`src/hw/rtl/assert_macros.svh`:
```
// ----------------------------------------------------------------------------
// assert_macros.svh
// Shared assertion macros for the design checks
// ----------------------------------------------------------------------------
`ifndef ASSERT_MACROS_SVH
`define ASSERT_MACROS_SVH

// same-cycle implication, disabled in reset
`define ASSERT_SAME(lbl, ante, cons, msg) \
  lbl: assert property (@(posedge clk) disable iff (!rst_n) (ante) |-> (cons)) \
    else $error(msg);

// next-cycle implication, disabled in reset
`define ASSERT_NEXT(lbl, ante, cons, msg) \
  lbl: assert property (@(posedge clk) disable iff (!rst_n) (ante) |=> (cons)) \
    else $error(msg);

`endif

```
`src/hw/rtl/ucc_pkg.sv`:
```
// ----------------------------------------------------------------------------
// ucc_pkg
// Constants, types and helpers shared by the chunk collector modules
// ----------------------------------------------------------------------------
`timescale 1ns / 1ps

package ucc_pkg;

  // table geometry
  localparam int TABLE_ENTRIES   = 256;
  localparam int MAX_CHUNK_BYTES = 16;
  localparam int IDX_W           = $clog2(TABLE_ENTRIES);
  localparam int CNT_W           = $clog2(TABLE_ENTRIES + 1);

  // field widths
  localparam int HALF_W      = 64;
  localparam int CHUNK_BYTES = 16;
  localparam int CHUNK_W     = 2 * HALF_W;
  localparam int LEN_W       = 5;
  localparam int OUT_IDX_W   = 8;

  localparam logic [LEN_W-1:0] LEN_RESET = LEN_W'(2);
  localparam logic [LEN_W-1:0] LEN_MIN   = LEN_W'(2);
  localparam logic [LEN_W-1:0] LEN_MAX   = LEN_W'(MAX_CHUNK_BYTES);

  // controller to datapath
  typedef struct packed {
    logic load;
    logic scan;
    logic take_hit;
    logic take_miss;
    logic emit;
  } cmd_t;

  // datapath to controller
  typedef struct packed {
    logic hit;
    logic miss;
    logic out_free;
  } status_t;

  // clamp the raw length register to the legal byte range
  function automatic logic [LEN_W-1:0] eff_len(input logic [LEN_W-1:0] len);
    logic [LEN_W-1:0] res;
    res = len;
    if (res < LEN_MIN) res = LEN_MIN;
    if (res > LEN_MAX) res = LEN_MAX;
    return res;
  endfunction

  // byte-granular mask covering the first len bytes
  function automatic logic [CHUNK_W-1:0] len_mask(input logic [LEN_W-1:0] len);
    logic [CHUNK_W-1:0] m;
    m = '0;
    for (int b = 0; b < CHUNK_BYTES; b++) begin
      if (LEN_W'(b) < len) m[b*8 +: 8] = 8'hff;
    end
    return m;
  endfunction

endpackage

```
`src/hw/rtl/ucc_ctrl.sv`:
```
// ----------------------------------------------------------------------------
// ucc_ctrl
// Sequencer for load, table scan, result capture and result hand-off
// ----------------------------------------------------------------------------
`timescale 1ns / 1ps

module ucc_ctrl (
  input  logic            clk,
  input  logic            rst_n,
  input  logic            in_valid,
  output logic            in_stall,
  input  ucc_pkg::status_t sts,
  output ucc_pkg::cmd_t   cmd
);

  typedef enum logic [1:0] {
    ST_IDLE,
    ST_SCAN,
    ST_EMIT
  } state_t;

  state_t state_r, state_nxt;

  // input side is open only between items
  assign in_stall = (state_r != ST_IDLE);

  // next state and commands
  always_comb begin
    state_nxt     = state_r;
    cmd           = '0;
    unique case (state_r)
      ST_IDLE: begin
        if (in_valid) begin
          cmd.load  = 1'b1;
          state_nxt = ST_SCAN;
        end
      end
      ST_SCAN: begin
        if (sts.hit) begin
          cmd.take_hit = 1'b1;
          state_nxt    = ST_EMIT;
        end else if (sts.miss) begin
          cmd.take_miss = 1'b1;
          state_nxt     = ST_EMIT;
        end else begin
          cmd.scan = 1'b1;
        end
      end
      ST_EMIT: begin
        if (sts.out_free) begin
          cmd.emit  = 1'b1;
          state_nxt = ST_IDLE;
        end
      end
      default: state_nxt = ST_IDLE;
    endcase
  end

  // state register
  always_ff @(posedge clk) begin
    if (!rst_n) begin
      state_r <= ST_IDLE;
    end else begin
      state_r <= state_nxt;
    end
  end

endmodule

```
`config.mk`:
```
export PLATFORM = sky130hd
export DESIGN_NAME = ucc_ctrl
export DESIGN_NICKNAME = d
export VERILOG_FILES = /design/src/hw/rtl/assert_macros.svh /design/src/hw/rtl/ucc_pkg.sv /design/src/hw/rtl/ucc_ctrl.sv
export SDC_FILE = /design/constraint.sdc
export NUM_CORES = 1
export LEC_CHECK = 0
export BUFFER_PORTS_ARGS = -buffer_cell sky130_fd_sc_hd__buf_4
export CAP_MARGIN = 20
export CORE_AREA = 2 2 39 41
export CTS_CLUSTER_DIAMETER = 40
export CTS_CLUSTER_SIZE = 24
export DETAILED_ROUTE_END_ITERATION = 10
export DIE_AREA = 0 0 41 43
export SYNTH_ARGS = -nofsm -noshare
export SYNTH_HDL_FRONTEND = slang
export SYNTH_SLANG_ARGS = --single-unit
```
`constraint.sdc`:
```
create_clock -name clk -period 3.05 [get_ports clk]
set_clock_uncertainty 0.2 [all_clocks]
set_input_delay 0 -clock clk [delete_from_list [all_inputs] [get_ports clk]]
set_output_delay 0 -clock clk [all_outputs]
set_load 0.03 [all_outputs]
```
Word-level counts from Yosys, hierarchy flattened
Index checks and enable logic that the tools add are counted.
{"block": "word_totals", "elab_cells": 24, "input_bits": 6, "output_inout_bits": 6, "ff_bits": 2}
{"block": "op_classes", "reduce_logical": 3, "n_eq_ne": 5, "mux": 15}
{"op": "$mux 1", "count": 9}
{"op": "$mux 2", "count": 4}
{"op": "$pmux 2 s3", "count": 1}
{"op": "$ne 2x2->1 const B", "count": 2}
{"op": "$mux 3", "count": 1}
{"op": "$ne 3x3->1 const B", "count": 1}
{"op": "$reduce_and 3->1", "count": 1}
{"op": "$eq 2x1->1 const B", "count": 1}
{"op": "$eq 2x2->1 const B", "count": 1}
{"op": "$logic_not 2->1", "count": 1}
{"op": "$reduce_bool 2->1", "count": 1}

Longest topological paths before layout
{"block": "logic_depth", "ltp_word": 3, "depth_mapped": 3}

Worst setup path before layout
Ideal clock, no wire load.
{"block": "synth_path", "path_kind": "register to output", "startpoint": "register state_r[1]", "endpoint": "output port cmd[1] (netlist bit)", "t_required_ps": 2850, "arrival_time_ps": 1248, "path_stages_with_launch": 3, "setup_slack_ps": 1602, "cell_sequence": "dfxtp_1 > nand2b_2 > nor3b_1"}
{"item": "start: declaration", "line_no": "ucc_ctrl.sv:22", "rtl": "state_t state_r, state_nxt;"}
{"item": "start signal: assignment", "line_no": "ucc_ctrl.sv:64", "rtl": "state_r <= state_nxt;"}
{"item": "end: declaration", "line_no": "ucc_ctrl.sv:13", "rtl": "output ucc_pkg::cmd_t cmd"}

Worst setup path in the final report
{"block": "layout_path", "startpoint": "register state_r[1]", "endpoint": "register state_r[1]"}
{"block": "layout_via", "elab_chain_len": 3, "elab_cells_between_ends": 8, "cone_classes": "5 x eq/ne; 1 x mux; 2 x reduce/logical"}
{"item": "$eq 2x1->1 (tied with other cells)", "line_no": "ucc_ctrl.sv:31", "rtl": "unique case (state_r)"}
{"item": "$ne 3x3->1 (no source line) or $ne 2x2->1 (tied branches)"}
{"item": "$reduce_and 3->1 (no source line)"}
Parallel ways exist; a longest one is shown, timed or not.
A chain may end at the register's enable or synchronous reset.

==> run metrics <==
fraction of the yosys area taken by sequential cells=between 20% and 30%; aggregate negative setup slack=0 ns; minimum period implied by the final worst setup slack=1.63 ns; fraction of met1 tracks used by global routing=about 5.1%; post-route ant nets=0; outcome=completed; flop and latch count out of synthesis=2; count of port buffers added during placement=11; cell area after layout=303 um^2; share of synthesized registers carrying an async set or reset=0%; number of inserted filler cells in the final layout=between 150 and 200; Final Power=around 0.00012 W; most flop-heavy register=state_r; cells resized by post-CTS repair=0; syn nets=23; Syn Std Cell Area=138 um^2; Detailed Route Iter0 Violations=2; largest net degree at the start of global routing=6; syn avg cell area=roughly 8.1 um^2; TritonCTS clock tree=yes; number of synthesized flops with an enable pin=0; cells taking the most area after synthesis=sky130_fd_sc_hd__dfxtp_1 (29%), sky130_fd_sc_hd__nor2_1 (11%), sky130_fd_sc_hd__nor3b_1 (11%); overall via count from detail_route=around 180; Critical Path End Type=flip-flop; most used standard cells in the synthesized netlist=sky130_fd_sc_hd__nor2_1 (4), sky130_fd_sc_hd__dfxtp_1 (2), sky130_fd_sc_hd__inv_1 (2), sky130_fd_sc_hd__nor3b_1 (2); startpoint type of the worst setup path=flip-flop; Storage cell area=about 40 um^2; RD Place Congestion=0.623; routing layer with the top usage in global route=met2; FP Rows=14; Area growth syn-to-layout=120%; most numerous cell in the Yosys netlist=sky130_fd_sc_hd__nor2_1; antenna violations before repair=0; Critical Path, Cell by Cell=nand2b_2 > nor2_1 > o21a_1 > dlygate4sd3_1; DRC violation count after routing=0; clock insertion delay at the later pin of the skew report=0.22 ns; antenna diode count=0; net total in the final layout=43; Sinks on Clock Net=2; CTS Root Buffer Type=sky130_fd_sc_hd__clkbuf_4; total power per unit cell area=~400 nW/um^2; Hold Path Class=input port to output port; unrepaired setup endpoints after global routing=false; CTS H-tree depth=1; maximum fanout encountered on the critical timing path=5; Least-Margin Pin Slew=roughly 0.18 ns; xor-xnor portion of the synthesized cell area=0%; fraction of final layout cells with drive strength greater than 1=48.6%; number of maximum-capacitance violations=0; Area after DPL=about 240 um^2; adder-cell share of the synthesized area=0%; share of synthesized cell area in and, or, nand and nor gates=about 53%; initial core utilization=9.95%; Worst-path clk slew=0.03 ns; post-route clock period utilization=a little over half; multiplexer area fraction after synthesis=~7.3%; CP peak stage delay=between 0.5 and 0.6 ns; required time at the endpoint of the critical path=between 2 and 3 ns; Static Leak=approximately 0.15 nW; commonest register cell after synthesis=sky130_fd_sc_hd__dfxtp_1; maximum achievable frequency=a little over 600 MHz; Inst Count DP=44; die boundary height=roughly 43 um; count of yosys warnings during synthesis=0; Wirelength per Cell=roughly 7.3 um; number of placed I/O pins=12; final count of hold timing violations=0; Compound-Gate Fraction of Synth Area=5.45%; max-slew violation count=0; Final setup viols=0; largest family of logic cells by synthesized area=simple AND/OR/NAND/NOR gates; die area=1760 um^2; Global Route met2 Usage=roughly 6.3%; CP arrival=1.53 ns; max FFs per register=2; non-filler cells, final=between 50 and 60; largest vdd supply drop=roughly 0.14 mV; number of standard cells after synthesis=17; vias per inst=between 3 and 4; GRT Resource Usage Total=under 10%; total area of multi-input combinational cells=~90 um^2; share of Yosys cell area claimed by the top area cell type=between 20% and 30%; Max-slew headroom=a little under 90%; met3 routing resource usage after global routing=between 4 and 5%; global-route wire length before repair=roughly 570 um; number of post-CTS setup repair buffers=0; registers with the most flip-flops=state_r (2); horizontal die dimension=~41 um; sum of overflow across all layers after global routing=0; HPWL after detailed placement=between 200 and 300 um; crit path max-delay cell type=sky130_fd_sc_hd__dlygate4sd3_1; total wire length after detailed routing=between 300 and 400 um; Std-Cell Core Area=between 1000 and 1500 um^2; post-synth cell types=11; CTS Buf Count=3; post-route core utilization=a little over a fifth; vias in the first global route=153; Clock Path Buffers=2; iteration count of the initial detailed-routing pass=2; cell taking the most area after synthesis=sky130_fd_sc_hd__dfxtp_1; critical setup path kind=flip-flop to flip-flop
-- path summary, 6_finish.rpt --
kind              start         end  slack, ns  cells after the start
max          state_r[1]  state_r[1]       1.42                      4
min              sts[1]      cmd[3]       0.09                      3
max reg2reg  state_r[1]  state_r[1]       1.42                      4
min reg2reg  state_r[1]  state_r[0]       0.28                      1
-- where the power goes --
part / switching (W) / internal (W)
registers: 0.00000214 / 0.0000281
clock network: 0.0000142 / 0.0000433
logic: 0.0000176 / 0.0000189
-- metrics by stage --
step                      setup WS, ns  hold slack, ns
final                             1.42          0.0912
after global routing              1.38          0.0954
after CTS                         1.42          0.0916
after detailed placement          1.95          0.0275
after global placement            1.96          0.0259
after floorplan                   1.60         -0.0855
-- layer usage --
layer	share of wire [%]	wire (um)
met1	41	154
met2	47	174
met3	12	44
met4	0	0
met5	0	0
-- repair_timing --
action | in CTS | in global routing
hold buffers | 4 | 0
endpoints found under the setup margin | 0 | 0
hold endpoints to repair | 2 | 0
-- area by class of cell --
cell class                      instances  share of cell area, %
Clock buffer                            3                   7.44
Inverter                                2                   2.48
Multi-Input combinational cell         13                   29.8
Sequential cell                         2                   13.2
Tap cell                               16                   6.61
Timing Repair Buffer                   15                   40.5
-- logic make-up after synthesis --
logic type	count (synthesis)
mux	1
simple gates	11
flops	2
compound gates	1
buf+inv	2
-- critical path, delay by kind of cell, from the launching register on --
family | cells | cell delay, ns
buf+inv | 1 | 0.55
flops | 1 | 0.37
simple gates | 2 | 0.22
compound gates | 1 | 0.17
-- cell usage in the layout, fill, tap and decap left out, drive strengths merged --
cell         netlist  layout
o21a               1       1
mux2i              1       1
dlygate4sd3        0       4
nor2               4       4
and3b              1       1
nand2b             1       1
buf                0      11
or2                1       1
inv                2       2
dfxtp              2       2
clkbuf             0       3
nor3               1       1
nor3b              3       3
Power figures use the tool's default switching activity.
